$ cat src/sv/swmm_pkg.sv
`timescale 1ns / 1ps
// ----------------------------------------------------------------------------
// swmm_pkg
// Shared types and constants of the sliding window min/max block.
// ----------------------------------------------------------------------------
package swmm_pkg;

  localparam int POS_BITS      = 16;
  localparam int CFG_DATA_BITS = 7;
  localparam int CFG_IDX_BITS  = 1;

  localparam logic [CFG_IDX_BITS-1:0]  CFG_WINDOW_LEN = 1'b0;
  localparam logic [CFG_IDX_BITS-1:0]  CFG_FIND_MAX   = 1'b1;
  localparam logic [CFG_DATA_BITS-1:0] WLEN_RESET     = 7'd3;

  typedef enum logic [2:0] {
    ST_IDLE,
    ST_RET_RD,
    ST_RET_CHK,
    ST_POP_RD,
    ST_POP_CHK,
    ST_APPEND,
    ST_RES_RD,
    ST_RES_OUT
  } swmm_state_e;

  typedef struct packed {
    logic in_ready;
    logic load_in;
    logic mem_rd;
    logic rd_tail;
    logic retire;
    logic pop;
    logic append;
    logic load_out;
  } swmm_cmd_t;

  typedef struct packed {
    logic count_zero;
    logic retire_hit;
    logic drop_hit;
    logic result_due;
    logic out_busy;
  } swmm_status_t;

endpackage

$ cat src/sv/swmm_if.sv
`timescale 1ns / 1ps
// ----------------------------------------------------------------------------
// swmm_sample_if / swmm_result_if
// Valid/ready channels for samples in and window extremes out.
// ----------------------------------------------------------------------------
interface swmm_sample_if #(
  parameter int SAMPLE_BITS = 16
);
  logic                          valid;
  logic                          ready;
  logic signed [SAMPLE_BITS-1:0] sample;
  logic                          restart;

  modport source (output valid, output sample, output restart, input ready);
  modport sink   (input valid, input sample, input restart, output ready);
endinterface

interface swmm_result_if #(
  parameter int SAMPLE_BITS = 16
);
  logic                          valid;
  logic                          ready;
  logic signed [SAMPLE_BITS-1:0] extreme_value;
  logic [15:0]                   extreme_position;

  modport source (output valid, output extreme_value, output extreme_position, input ready);
  modport sink   (input valid, input extreme_value, input extreme_position, output ready);
endinterface

$ cat src/sv/swmm_ctrl.sv
`timescale 1ns / 1ps
// ----------------------------------------------------------------------------
// swmm_ctrl
// Sequencer: retire old entries, drop dominated ones, append, report.
// ----------------------------------------------------------------------------
module swmm_ctrl
  import swmm_pkg::*;
(
  input  logic         clk_i,
  input  logic         rst_ni,
  input  logic         in_valid_i,
  input  swmm_status_t status_i,
  output swmm_cmd_t    cmd_o
);

  swmm_state_e state_q, state_d;

  always_ff @(posedge clk_i or negedge rst_ni) begin
    if (!rst_ni) begin
      state_q <= ST_IDLE;
    end else begin
      state_q <= state_d;
    end
  end

  always_comb begin
    state_d = state_q;
    cmd_o   = '0;
    unique case (state_q)
      ST_IDLE: begin
        cmd_o.in_ready = 1'b1;
        if (in_valid_i) begin
          cmd_o.load_in = 1'b1;
          state_d       = ST_RET_RD;
        end
      end
      ST_RET_RD: begin
        if (status_i.count_zero) begin
          state_d = ST_POP_RD;
        end else begin
          cmd_o.mem_rd = 1'b1;
          state_d      = ST_RET_CHK;
        end
      end
      ST_RET_CHK: begin
        if (status_i.retire_hit) begin
          cmd_o.retire = 1'b1;
          state_d      = ST_RET_RD;
        end else begin
          state_d = ST_POP_RD;
        end
      end
      ST_POP_RD: begin
        if (status_i.count_zero) begin
          state_d = ST_APPEND;
        end else begin
          cmd_o.mem_rd  = 1'b1;
          cmd_o.rd_tail = 1'b1;
          state_d       = ST_POP_CHK;
        end
      end
      ST_POP_CHK: begin
        if (status_i.drop_hit) begin
          cmd_o.pop = 1'b1;
          state_d   = ST_POP_RD;
        end else begin
          state_d = ST_APPEND;
        end
      end
      ST_APPEND: begin
        cmd_o.append = 1'b1;
        state_d      = status_i.result_due ? ST_RES_RD : ST_IDLE;
      end
      ST_RES_RD: begin
        cmd_o.mem_rd = 1'b1;
        state_d      = ST_RES_OUT;
      end
      ST_RES_OUT: begin
        // hold until the output register can take the result
        if (!status_i.out_busy) begin
          cmd_o.load_out = 1'b1;
          state_d        = ST_IDLE;
        end
      end
      default: state_d = ST_IDLE;
    endcase
  end

endmodule

$ cat src/sv/swmm_datapath.sv
`timescale 1ns / 1ps
// ----------------------------------------------------------------------------
// swmm_datapath
// Deque storage, pointers, counters, configuration and output register.
// ----------------------------------------------------------------------------
module swmm_datapath
  import swmm_pkg::*;
#(
  parameter int WINDOW_MAX  = 64,
  parameter int SAMPLE_BITS = 16
) (
  input  logic                          clk_i,
  input  logic                          rst_ni,
  input  logic                          cfg_we_i,
  input  logic [CFG_IDX_BITS-1:0]       cfg_idx_i,
  input  logic [CFG_DATA_BITS-1:0]      cfg_wdata_i,
  input  logic signed [SAMPLE_BITS-1:0] sample_i,
  input  logic                          restart_i,
  input  logic                          out_ready_i,
  output logic                          out_valid_o,
  output logic signed [SAMPLE_BITS-1:0] out_value_o,
  output logic [POS_BITS-1:0]           out_pos_o,
  input  swmm_cmd_t                     cmd_i,
  output swmm_status_t                  status_o
);

  localparam int AW = (WINDOW_MAX > 1) ? $clog2(WINDOW_MAX) : 1;
  localparam int CW = $clog2(WINDOW_MAX + 1);
  localparam int EW = SAMPLE_BITS + POS_BITS;

  function automatic logic [AW-1:0] wrap_idx(input logic [AW:0] s);
    if (s >= (AW+1)'(WINDOW_MAX)) begin
      return AW'(s - (AW+1)'(WINDOW_MAX));
    end
    return AW'(s);
  endfunction

  logic [CFG_DATA_BITS-1:0]      wlen_q;
  logic                          fmax_q;
  logic [AW-1:0]                 head_q;
  logic [CW-1:0]                 count_q;
  logic [POS_BITS-1:0]           pos_q;
  logic [CW-1:0]                 warm_q;
  logic                          out_valid_q;
  logic signed [SAMPLE_BITS-1:0] sample_q;
  logic [EW-1:0]                 rdata_q;
  logic signed [SAMPLE_BITS-1:0] out_value_q;
  logic [POS_BITS-1:0]           out_pos_q;
  logic [EW-1:0]                 mem_q [WINDOW_MAX];

  logic [CW-1:0]                 win_len;
  logic [CW-1:0]                 warm_next;
  logic [AW-1:0]                 head_inc;
  logic [AW-1:0]                 tail_idx;
  logic [AW-1:0]                 wr_idx;
  logic [AW-1:0]                 rd_idx;
  logic                          count_full;
  logic signed [SAMPLE_BITS-1:0] rd_value;
  logic [POS_BITS-1:0]           rd_pos;
  logic [POS_BITS-1:0]           age;

  // clamp the window length into 1..WINDOW_MAX
  always_comb begin
    if (wlen_q == '0) begin
      win_len = CW'(1);
    end else if (int'(wlen_q) > WINDOW_MAX) begin
      win_len = CW'(WINDOW_MAX);
    end else begin
      win_len = CW'(wlen_q);
    end
  end

  assign rd_value   = rdata_q[EW-1:POS_BITS];
  assign rd_pos     = rdata_q[POS_BITS-1:0];
  assign age        = pos_q - rd_pos;
  assign count_full = (count_q == CW'(WINDOW_MAX));
  assign head_inc   = (head_q == AW'(WINDOW_MAX - 1)) ? '0 : head_q + AW'(1);
  assign tail_idx   = wrap_idx((AW+1)'(head_q) + (AW+1)'(count_q) - (AW+1)'(1));
  assign wr_idx     = count_full ? head_q : wrap_idx((AW+1)'(head_q) + (AW+1)'(count_q));
  assign rd_idx     = cmd_i.rd_tail ? tail_idx : head_q;
  assign warm_next  = (warm_q < win_len) ? warm_q + CW'(1) : win_len;

  assign status_o.count_zero = (count_q == '0);
  assign status_o.retire_hit = (age >= POS_BITS'(win_len));
  assign status_o.drop_hit   = fmax_q ? (sample_q > rd_value) : (sample_q < rd_value);
  assign status_o.result_due = (warm_next == win_len);
  assign status_o.out_busy   = out_valid_q && !out_ready_i;

  always_ff @(posedge clk_i or negedge rst_ni) begin
    if (!rst_ni) begin
      wlen_q      <= WLEN_RESET;
      fmax_q      <= 1'b0;
      head_q      <= '0;
      count_q     <= '0;
      pos_q       <= '0;
      warm_q      <= '0;
      out_valid_q <= 1'b0;
    end else begin
      if (cfg_we_i) begin
        unique case (cfg_idx_i)
          CFG_WINDOW_LEN: wlen_q <= cfg_wdata_i;
          CFG_FIND_MAX:   fmax_q <= cfg_wdata_i[0];
          default:        ;
        endcase
      end
      if (cmd_i.load_in && restart_i) begin
        head_q  <= '0;
        count_q <= '0;
        pos_q   <= '0;
        warm_q  <= '0;
      end
      if (cmd_i.retire) begin
        head_q  <= head_inc;
        count_q <= count_q - CW'(1);
      end
      if (cmd_i.pop) begin
        count_q <= count_q - CW'(1);
      end
      if (cmd_i.append) begin
        // a full deque overwrites its oldest slot
        if (count_full) begin
          head_q <= head_inc;
        end else begin
          count_q <= count_q + CW'(1);
        end
        pos_q  <= pos_q + POS_BITS'(1);
        warm_q <= warm_next;
      end
      if (cmd_i.load_out) begin
        out_valid_q <= 1'b1;
      end else if (out_ready_i) begin
        out_valid_q <= 1'b0;
      end
    end
  end

  always_ff @(posedge clk_i) begin
    if (cmd_i.load_in) begin
      sample_q <= sample_i;
    end
    if (cmd_i.mem_rd) begin
      rdata_q <= mem_q[rd_idx];
    end
    if (cmd_i.load_out) begin
      out_value_q <= rd_value;
      out_pos_q   <= rd_pos;
    end
  end

  always_ff @(posedge clk_i) begin
    if (cmd_i.append) begin
      mem_q[wr_idx] <= {sample_q, pos_q};
    end
  end

  assign out_valid_o = out_valid_q;
  assign out_value_o = out_value_q;
  assign out_pos_o   = out_pos_q;

endmodule

$ cat src/sv/sliding_window_min_max.sv
`timescale 1ns / 1ps
// ----------------------------------------------------------------------------
// sliding_window_min_max
// Streaming minimum or maximum over the last window_len samples.
// ----------------------------------------------------------------------------
// Each sample enters a monotonic deque of (value, position) pairs held in a
// single-port-read memory of WINDOW_MAX entries. A sample first retires the
// entries that fall out of the window from the oldest end, then drops the
// entries it dominates from the newest end (larger ones in minimum mode,
// smaller ones in maximum mode), then is appended. Once window_len samples
// have been seen since reset or restart, the oldest entry is reported as the
// window extreme with its stream position (mod 65536); ties keep the oldest
// position. Every examined entry, retired, dropped or a survivor read at
// either end of the deque, costs one memory read and one compare through the
// one read port, and a result costs one more read of the oldest entry. A
// finished result waits in an output register, so the next sample is taken
// while it waits; a new result stalls only while that register is still full.
// Configuration: index CFG_WINDOW_LEN sets window_len (0 acts as 1, larger
// than WINDOW_MAX acts as WINDOW_MAX), index CFG_FIND_MAX picks the mode.
// Write configuration only while the block is idle. The deque needs no
// clearing pass after reset.
// ----------------------------------------------------------------------------
module sliding_window_min_max
  import swmm_pkg::*;
#(
  parameter int WINDOW_MAX  = 64,
  parameter int SAMPLE_BITS = 16
) (
  input  logic                     clk_i,
  input  logic                     rst_ni,
  input  logic                     cfg_we_i,
  input  logic [CFG_IDX_BITS-1:0]  cfg_idx_i,
  input  logic [CFG_DATA_BITS-1:0] cfg_wdata_i,
  swmm_sample_if.sink              sample_i,
  swmm_result_if.source            result_o
);

  swmm_cmd_t    cmd;
  swmm_status_t status;

  // sequencer: one memory access per examined entry
  swmm_ctrl u_ctrl (
    .clk_i      (clk_i),
    .rst_ni     (rst_ni),
    .in_valid_i (sample_i.valid),
    .status_i   (status),
    .cmd_o      (cmd)
  );

  // deque memory, pointers, counters and result register
  swmm_datapath #(
    .WINDOW_MAX  (WINDOW_MAX),
    .SAMPLE_BITS (SAMPLE_BITS)
  ) u_datapath (
    .clk_i       (clk_i),
    .rst_ni      (rst_ni),
    .cfg_we_i    (cfg_we_i),
    .cfg_idx_i   (cfg_idx_i),
    .cfg_wdata_i (cfg_wdata_i),
    .sample_i    (sample_i.sample),
    .restart_i   (sample_i.restart),
    .out_ready_i (result_o.ready),
    .out_valid_o (result_o.valid),
    .out_value_o (result_o.extreme_value),
    .out_pos_o   (result_o.extreme_position),
    .cmd_i       (cmd),
    .status_o    (status)
  );

  // take a sample transaction only between items
  assign sample_i.ready = cmd.in_ready;

endmodule

$ cat src/flat_wrapper.sv
// flat-port wrapper written by rule: the top's interface ports become plain ports
module sliding_window_min_max_flat import swmm_pkg::*;
#(
  parameter int WINDOW_MAX  = 64,
  parameter int SAMPLE_BITS = 16
)
  (clk_i, rst_ni, cfg_we_i, cfg_idx_i, cfg_wdata_i, sample_i_valid, sample_i_sample, sample_i_restart, sample_i_ready, result_o_valid, result_o_extreme_value, result_o_extreme_position, result_o_ready);
  swmm_sample_if #(.SAMPLE_BITS(SAMPLE_BITS)) sample_i_i ();
  swmm_result_if #(.SAMPLE_BITS(SAMPLE_BITS)) result_o_i ();
  input  logic clk_i;
  input  logic rst_ni;
  input  logic cfg_we_i;
  input  logic [CFG_IDX_BITS-1:0] cfg_idx_i;
  input  logic [CFG_DATA_BITS-1:0] cfg_wdata_i;
  input wire logic [$bits(sample_i_i.valid)-1:0] sample_i_valid;
  input wire logic [$bits(sample_i_i.sample)-1:0] sample_i_sample;
  input wire logic [$bits(sample_i_i.restart)-1:0] sample_i_restart;
  output wire logic [$bits(sample_i_i.ready)-1:0] sample_i_ready;
  output wire logic [$bits(result_o_i.valid)-1:0] result_o_valid;
  output wire logic [$bits(result_o_i.extreme_value)-1:0] result_o_extreme_value;
  output wire logic [$bits(result_o_i.extreme_position)-1:0] result_o_extreme_position;
  input wire logic [$bits(result_o_i.ready)-1:0] result_o_ready;
  assign sample_i_i.valid = sample_i_valid;
  assign sample_i_i.sample = sample_i_sample;
  assign sample_i_i.restart = sample_i_restart;
  assign sample_i_ready = sample_i_i.ready;
  assign result_o_valid = result_o_i.valid;
  assign result_o_extreme_value = result_o_i.extreme_value;
  assign result_o_extreme_position = result_o_i.extreme_position;
  assign result_o_i.ready = result_o_ready;
  sliding_window_min_max #(.WINDOW_MAX(WINDOW_MAX), .SAMPLE_BITS(SAMPLE_BITS)) u_core (.clk_i(clk_i), .rst_ni(rst_ni), .cfg_we_i(cfg_we_i), .cfg_idx_i(cfg_idx_i), .cfg_wdata_i(cfg_wdata_i), .sample_i(sample_i_i), .result_o(result_o_i));
endmodule
$ cat config.mk
export PLATFORM = sky130hd
export DESIGN_NAME = sliding_window_min_max_flat
export DESIGN_NICKNAME = d
export VERILOG_FILES = /design/src/sv/swmm_pkg.sv /design/src/sv/swmm_if.sv /design/src/sv/swmm_ctrl.sv /design/src/sv/swmm_datapath.sv /design/src/sv/sliding_window_min_max.sv /design/src/flat_wrapper.sv
export SDC_FILE = /design/constraint.sdc
export NUM_CORES = 2
export LEC_CHECK = 0
export BUFFER_PORTS_ARGS = -buffer_cell sky130_fd_sc_hd__buf_2
export CAP_MARGIN = 20
export CELL_PAD_IN_SITES_DETAIL_PLACEMENT = 0
export CELL_PAD_IN_SITES_GLOBAL_PLACEMENT = 1
export CORE_MARGIN = 3
export CORE_UTILIZATION = 47
export DETAILED_ROUTE_END_ITERATION = 16
export PLACE_DENSITY = 0.79
export SLEW_MARGIN = 20
export SYNTH_ARGS = -nofsm -noshare
export SYNTH_HDL_FRONTEND = slang
export SYNTH_SLANG_ARGS = --single-unit
$ cat constraint.sdc
create_clock -name clk_i -period 6.61 [get_ports clk_i]
set_clock_uncertainty 0.15 [all_clocks]
set_input_delay 0.661 -clock clk_i [delete_from_list [all_inputs] [get_ports clk_i]]
set_output_delay 0.661 -clock clk_i [all_outputs]
set_load 0.03 [all_outputs]
# Word-level counts from Yosys, hierarchy flattened
# Memory sizes are Yosys's and may differ from the RTL's. A register that Yosys moved wholly into a read port is not among the register bits.
# Cells that the tools add are included.
[op_classes]
add_sub_neg = 10
order_cmp = 7
n_eq_ne = 12
muxes = 51
n_bitwise = 1
reduce_logical = 11
[op_table]
columns = ["cell", "n"]
rows = [
  ["$mux W7", 10],
  ["$mux W6", 11],
  ["$mux W16", 2],
  ["$pmux W3 S8", 1],
  ["$mux W1", 19],
  ["$add A16 B1 Y16 const B", 1],
  ["$ge A16 B7 Y1", 1],
  ["$gt A16 B16 Y1", 1],
  ["$lt A16 B16 Y1", 1],
  ["$sub A16 B16 Y16", 1],
  ["$add A7 B1 Y7 const B", 2],
  ["$ge A7 B7 Y1 const B", 2],
  ["$logic_not A7 Y1", 2],
  ["$sub A7 B1 Y7 const B", 2],
  ["$eq A3 B3 Y1 const B", 4],
  ["$mux W3", 4],
  ["$sub A6 B1 Y6 const B", 2],
  ["$add A6 B7 Y7", 1],
  ["$eq A7 B7 Y1", 1],
  ["$eq A7 B7 Y1 const B", 1],
  ["$gt A7 B7 Y1 const B", 1],
  ["$lt A7 B7 Y1", 1],
  ["$add A6 B1 Y6 const B", 1],
  ["$eq A3 B2 Y1 const B", 2],
  ["other kinds (11)", 18],
]
[word_totals]
register_bits = 96
ramBits = 2048
in_bits = 30
mem_count = 1
[memory_table]
columns = ["name", "depth", "width", "rd", "rd_ports_with_merged_regs", "wr", "line", "source"]
rows = [
  ["u_core.u_datapath.mem_q", 64, 32, 1, 1, 1, "swmm_datapath.sv:49", "logic [EW-1:0] mem_q [WINDOW_MAX];"],
]

# Depth between registers and ports, before layout
[logic_depth]
depth_word = 10
mapped_depth = 18
ltp_nobuf = 18

# Cells and area by module
# Synthesis repeated with hierarchy kept, for this count alone.
[unflattened]
cells_unflattened = 4395
hier_area_um2 = 86362.8
[modules_own_cells]
columns = ["module", "n_inst", "cells_each", "area_per_inst_um2", "seq_area_each_um2"]
rows = [
  ["swmm_datapath", 1, 4365, 86093.8, 65029.9],
  ["swmm_ctrl", 1, 30, 269.0, 75.1],
]

# Worst setup path before layout
# No wires, ideal clock.
[synth_timing]
path_type = "reg-to-reg"
start = "reg u_core.u_datapath.pos_q[0]"
end = "reg u_core.u_datapath.count_q[5]"
t_arrival_ns = 4.871
required_ns = 6.380
slack_ns = 1.509
stages_incl_launch_ff = 18
n_path_buf = 0
period_less_slack_ns = 5.101
cell_sequence = "dfrtp_1 inv_1 ha_1 fa_1 nor2b_1 o211ai_1 a21boi_1 xor2_1 ha_1 a2111oi_0 o221ai_1 a31oi_1 nor4bb_1 nand4_1 nor4_1 a31oi_1 a41oi_1 mux2i_1"
[synth_via]
elab_chain_len = 8
[synth_lines]
columns = ["item", "line", "source"]
rows = [
  ["start, declared", "swmm_datapath.sv:42", "logic [POS_BITS-1:0] pos_q;"],
  ["start signal, assigned", "swmm_datapath.sv:126", "pos_q <= pos_q + POS_BITS'(1);"],
  ["$sub A16 B16 Y16 *", "swmm_datapath.sv:75", "assign age = pos_q - rd_pos;"],
  ["$ge A16 B7 Y1 *", "swmm_datapath.sv:84", "assign status_o.retire_hit = (age >= POS_BITS'(win_len));"],
  ["$mux W1 *", "swmm_ctrl.sv:46", "if (status_i.retire_hit) begin"],
  ["$mux W1 *", "swmm_ctrl.sv:29", "unique case (state_q)"],
  ["$mux W7 *", "swmm_datapath.sv:112", "if (cmd_i.retire) begin"],
  ["$mux W7 *", "swmm_datapath.sv:116", "if (cmd_i.pop) begin"],
  ["$mux W7", "swmm_datapath.sv:121", "if (count_full) begin"],
  ["$mux W7 *", "swmm_datapath.sv:119", "if (cmd_i.append) begin"],
  ["end signal, assigned", "swmm_datapath.sv:114", "count_q <= count_q - CW'(1);"],
  ["end signal, assigned", "swmm_datapath.sv:117", "count_q <= count_q - CW'(1);"],
  ["end signal, assigned", "swmm_datapath.sv:124", "count_q <= count_q + CW'(1);"],
  ["end, declared", "swmm_datapath.sv:41", "logic [CW-1:0] count_q;"],
]
# Mark *: on every way between the ends. The rest lies on a longest branch, timed or not.
# A chain may end at the register's enable or synchronous reset.

# Worst setup path in the final report
[layout_timing]
start = "reg u_core.u_datapath.rdata_q[4], read port of u_core.u_datapath.mem_q"
end = "reg u_core.u_datapath.count_q[5]"
[layout_via]
elab_chain_len = 8
[layout_lines]
columns = ["item", "line", "source"]
rows = [
  ["start, declared", "swmm_datapath.sv:46", "logic [EW-1:0] rdata_q;"],
  ["$sub A16 B16 Y16 *", "swmm_datapath.sv:75", ""],
  ["$ge A16 B7 Y1 *", "swmm_datapath.sv:84", ""],
  ["$mux W1 *", "swmm_ctrl.sv:46", ""],
  ["$mux W1 *", "swmm_ctrl.sv:29", ""],
  ["$mux W7 *", "swmm_datapath.sv:112", ""],
  ["$mux W7 *", "swmm_datapath.sv:116", ""],
  ["$mux W7", "swmm_datapath.sv:121", ""],
  ["$mux W7 *", "swmm_datapath.sv:119", ""],
]
# Marks and branches as above.

==> flow_summary.json <==
{
  "status": "finished clean",
  "period_needed_ps": 5588,
  "ir_drop_mv": 0.4813,
  "number_of_filler_cells_placed_in_the_layout": 15010,
  "global_route.usage.total": 0.2567,
  "criticalPathCategory": "register to register",
  "tritoncts": "built",
  "place.detailed.instances": 9113,
  "drt_pass1_iterations": 6,
  "floorplan.die.width_um": 439.3,
  "grt_pass1_wl_um": 367000,
  "capturing_point_of_the_worst_reg2reg_path": "u_core.u_datapath.count_q[5]",
  "cts_root_buffer": "sky130_fd_sc_hd__clkbuf_16",
  "remaining_drc_errors": 0,
  "worst_path_dominant_cell_family": "compound AO/OA/AOI/OAI gates",
  "total_power_of_the_final_layout_w": 0.04762,
  "min_path_cells": 3,
  "synth_enable_flop_cells": 2128,
  "count_of_unique_library_cells_instantiated_by_yosys": 69,
  "postSynthCellCount": 6769,
  "place.detailed.hpwl_um": 141900,
  "clk_path_buf_depth": 3,
  "ys_async_sr_fraction": 0.02206,
  "data_arrival_critical_path_ps": 6220,
  "yosys.area_share.adder": 0.008253,
  "timing.hold.worst.class": "primary input to register",
  "area_growth_syn_to_layout_pct": 12.95,
  "timing.fmax_mhz": 178.9,
  "post-route-cell-area_mm2": 0.09966,
  "placedInstanceArea_mm2": 0.09268,
  "routabilityCongestion": 0.8459,
  "cts_num_sinks": 2176,
  "via_count": 57720,
  "first_global_vias": 54670,
  "ant_nets": 0,
  "cts.clk_slew.worst_paths_ps": 60,
  "report.final.slew_viol_count": 0,
  "ioPinCount": 64,
  "ys_warn_count": 0,
  "grt_start_max_net_pins": 148,
  "cp-start-kind": "register",
  "dominantRegCellSynth": "sky130_fd_sc_hd__edfxtp_1",
  "multiInputGateArea_mm2": 0.02143,
  "synth_mux_area_frac": 0.002708,
  "grt_antenna_before_repair": 7,
  "finalCritPeriodShare": 0.8455,
  "placementRows": 158,
  "grt-ovfl-total": 0,
  "die_y_um": 439.3,
  "reg2reg_from": "u_core.u_datapath.rdata_q[4]",
  "cp_data_required_time_ps": 7240,
  "largest_fanout_on_the_critical_path": 9,
  "setup_tns_ps": 0,
  "die-area_mm2": 0.1930,
  "synth-xor-area-share": 0.002879,
  "synth_seq_cells": 2176,
  "timing.reg2reg.worst_path_depth": 17,
  "cts_buffers": 214,
  "synth_compound_gate_area_share": 0.06249,
  "power.leakage_nw": 34.12,
  "final_cells": 9542,
  "mappedNetlistNets": 6856,
  "yosysTopAreaCell": "sky130_fd_sc_hd__edfxtp_1",
  "drt-wirelength-per-cell_um": 26.40,
  "post_synth_and_or_nand_nor_area_fraction": 0.1596,
  "timing_hold_violations_final": 0,
  "final.setup.worst_slack_ps": 1022,
  "drt-vias-per-instance": 6.049,
  "floorplan.initialDensity": 0.4743,
  "synth_top_family_by_area": "simple AND/OR/NAND/NOR gates",
  "setup.worst_path.end_class": "register",
  "critical_path_buf_inv_count": 1,
  "cp_cell_sequence": "inv_1 > ha_1 > a21o_1 > a31o_2 > nor2_1 > xnor2_1 > ha_1 > a21o_1 > a2111oi_0 > o221ai_1 > a31oi_1 > nor4bb_1 > nand4_1 > nor4_1 > a31oi_1 > a41oi_1 > mux2i_1",
  "max_cap_violations": 0,
  "mostFrequentLayoutCells": "2128 x sky130_fd_sc_hd__edfxtp_1, 1982 x sky130_fd_sc_hd__nand2_1, 808 x sky130_fd_sc_hd__nand3_1",
  "synth_seq_area_share": 0.7379,
  "max-slew-margin-rel": 0.2109,
  "path_length_in_cells_of_the_critical_path": 17,
  "clock_latency_at_the_later_pin_of_the_worst_skew_pair_ps": 880,
  "cpPeakStageDelay_ps": 690,
  "r2r_setup_slack_ps": 1020,
  "worst_hold_path.endpoint": "u_core.u_datapath.out_valid_o",
  "htreeDepth": 4,
  "drt_first_iter_violations": 7531,
  "nets": 6963,
  "tightestPinTransition_ps": 1180,
  "port_buffers": 63,
  "pwr_density_cell_mw_per_mm2": 477.8,
  "synth.cell_area_mm2": 0.08823,
  "cp_slowest_cell": "sky130_fd_sc_hd__nor4_1",
  "core_mm2": 0.1860,
  "synthDominantCellAreaShare": 0.7242,
  "routed_wirelength_um": 251900,
  "final-setup-viol-count": 0,
  "pre_cts_ws_ps": 1049,
  "cell_types_occupying_the_most_area_after_synthesis": "sky130_fd_sc_hd__edfxtp_1 72%, sky130_fd_sc_hd__nand2_1 8.4%, sky130_fd_sc_hd__nand3_1 4.6%, sky130_fd_sc_hd__a311oi_1 3.5%, sky130_fd_sc_hd__dfrtp_1 1.3%",
  "final-seq-area_mm2": 0.06513,
  "final_layout_size_suffix_gt1_frac": 0.1014,
  "syn_avg_cell_area_um2": 13.03,
  "holdCritStartpoint": "result_o_ready",
  "layout_commonest_cell": "sky130_fd_sc_hd__edfxtp_1",
  "rsz0062_at_grt": "no"
}
## worst max-delay path by stage
| stage | startpoint | to | slack (ps) |
|---|---|---|---|
| final | u_core.u_datapath.rdata_q[4] | u_core.u_datapath.count_q[5] | 1020 |
| after global routing | u_core.u_datapath.rdata_q[4] | u_core.u_datapath.count_q[5] | 640 |
| after CTS | u_core.u_datapath.count_q[1] | u_core.u_datapath.rdata_q[0] | 1040 |
| after detailed placement | u_core.u_datapath.count_q[1] | u_core.u_datapath.rdata_q[0] | 1050 |
| after global placement | u_core.u_datapath.rdata_q[4] | u_core.u_datapath.count_q[5] | 1120 |
| after floorplan | u_core.u_datapath.pos_q[0] | u_core.u_datapath.count_q[5] | 1510 |
## cells in the mapped netlist (3+ instances only)
| cell | number |
|---|---|
| sky130_fd_sc_hd__nor3_1 | 15 |
| sky130_fd_sc_hd__xnor2_1 | 22 |
| sky130_fd_sc_hd__o22ai_1 | 3 |
| sky130_fd_sc_hd__edfxtp_1 | 2128 |
| sky130_fd_sc_hd__clkbuf_1 | 220 |
| sky130_fd_sc_hd__and2_1 | 4 |
| sky130_fd_sc_hd__o21ai_0 | 108 |
| sky130_fd_sc_hd__mux2_2 | 7 |
| sky130_fd_sc_hd__nor4_1 | 3 |
| sky130_fd_sc_hd__a21oi_1 | 69 |
| sky130_fd_sc_hd__a21o_1 | 8 |
| sky130_fd_sc_hd__nand2_1 | 1982 |
| sky130_fd_sc_hd__nor2b_1 | 77 |
| sky130_fd_sc_hd__a311o_1 | 33 |
| sky130_fd_sc_hd__nor2_1 | 109 |
| sky130_fd_sc_hd__nand3_1 | 809 |
| sky130_fd_sc_hd__buf_4 | 13 |
| sky130_fd_sc_hd__ha_1 | 55 |
| sky130_fd_sc_hd__o21a_1 | 7 |
| sky130_fd_sc_hd__dfrtp_1 | 46 |
| sky130_fd_sc_hd__and3_1 | 163 |
| sky130_fd_sc_hd__inv_1 | 56 |
| sky130_fd_sc_hd__or3_1 | 6 |
| sky130_fd_sc_hd__mux2i_1 | 16 |
| sky130_fd_sc_hd__o21bai_1 | 4 |
| sky130_fd_sc_hd__o211ai_1 | 6 |
| sky130_fd_sc_hd__nand3b_1 | 4 |
| sky130_fd_sc_hd__or2_2 | 5 |
| sky130_fd_sc_hd__a211oi_1 | 64 |
| sky130_fd_sc_hd__o31ai_1 | 4 |
| sky130_fd_sc_hd__buf_1 | 11 |
| sky130_fd_sc_hd__nand4_1 | 46 |
| sky130_fd_sc_hd__buf_6 | 12 |
| sky130_fd_sc_hd__buf_2 | 199 |
| sky130_fd_sc_hd__nand2b_1 | 11 |
| sky130_fd_sc_hd__a31oi_1 | 37 |
| sky130_fd_sc_hd__a311oi_1 | 351 |
| sky130_fd_sc_hd__xor2_1 | 7 |
| sky130_fd_sc_hd__nor3b_1 | 6 |
## routing by layer
metal | global-route usage | routed length, um
met5 | 0 | 0
met4 | 0.09844 | 9701
met3 | 0.04539 | 25590
met2 | 0.3944 | 114600
met1 | 0.3664 | 102000
## tightest hold or removal path, cell delays in order
cell	delay [ps]
sky130_fd_sc_hd__buf_2	70
sky130_fd_sc_hd__nand2b_1	230
sky130_fd_sc_hd__nand2_1	80
## flip-flops by register name, indices dropped and copies added, names as in the netlist
name / cells
u_core.u_datapath.mem_q: 2048
u_core.u_datapath.rdata_q: 32
u_core.u_datapath.out_pos_o: 16
u_core.u_datapath.out_value_o: 16
u_core.u_datapath.pos_q: 16
u_core.u_datapath.sample_q: 16
u_core.u_datapath.count_q: 7
u_core.u_datapath.warm_q: 7
u_core.u_datapath.wlen_q: 7
u_core.u_datapath.head_q: 6
u_core.u_ctrl.state_q: 3
u_core.u_datapath.fmax_q: 1
u_core.u_datapath.out_valid_o: 1
## what timing repair did
action | 4_1_cts | 5_1_grt
resized for setup | 0 | 0
setup buffers | 0 | 0
hold endpoints to repair | 71 | 0
hold buffers | 26 | 0
## through the flow
stage	hold slack, ps	util
global route	48.76	0.5357
CTS	5.896	0.5355
global placement	293.2	0.4981
detailed placement	299.9	0.4982
floorplan	215.4	-
finish	75.38	0.5357
## power breakdown
group          internal, W  switching [W]
clock              0.00654        0.00515
sequential          0.0163       0.000451
combinational      0.00554         0.0136
## cell type report
cell class,instances,share of cell area
Antenna cell,3,0.00007533
Clock buffer,285,0.05702
Clock inverter,114,0.01006
Inverter,56,0.002109
Multi-Input combinational cell,4081,0.2150
Sequential cell,2176,0.6535
Tap cell,2480,0.03114
Timing Repair Buffer,347,0.03114
## cells by family after synthesis
group | after synthesis
AOI/OAI and AO/OA | 725
buffers and inverters | 512
and+or+nand+nor | 3247
xor gates and xnor gates | 29
muxes | 23
DFF | 2176
adders and majority gates | 57
Power figures use the tool's default switching activity.
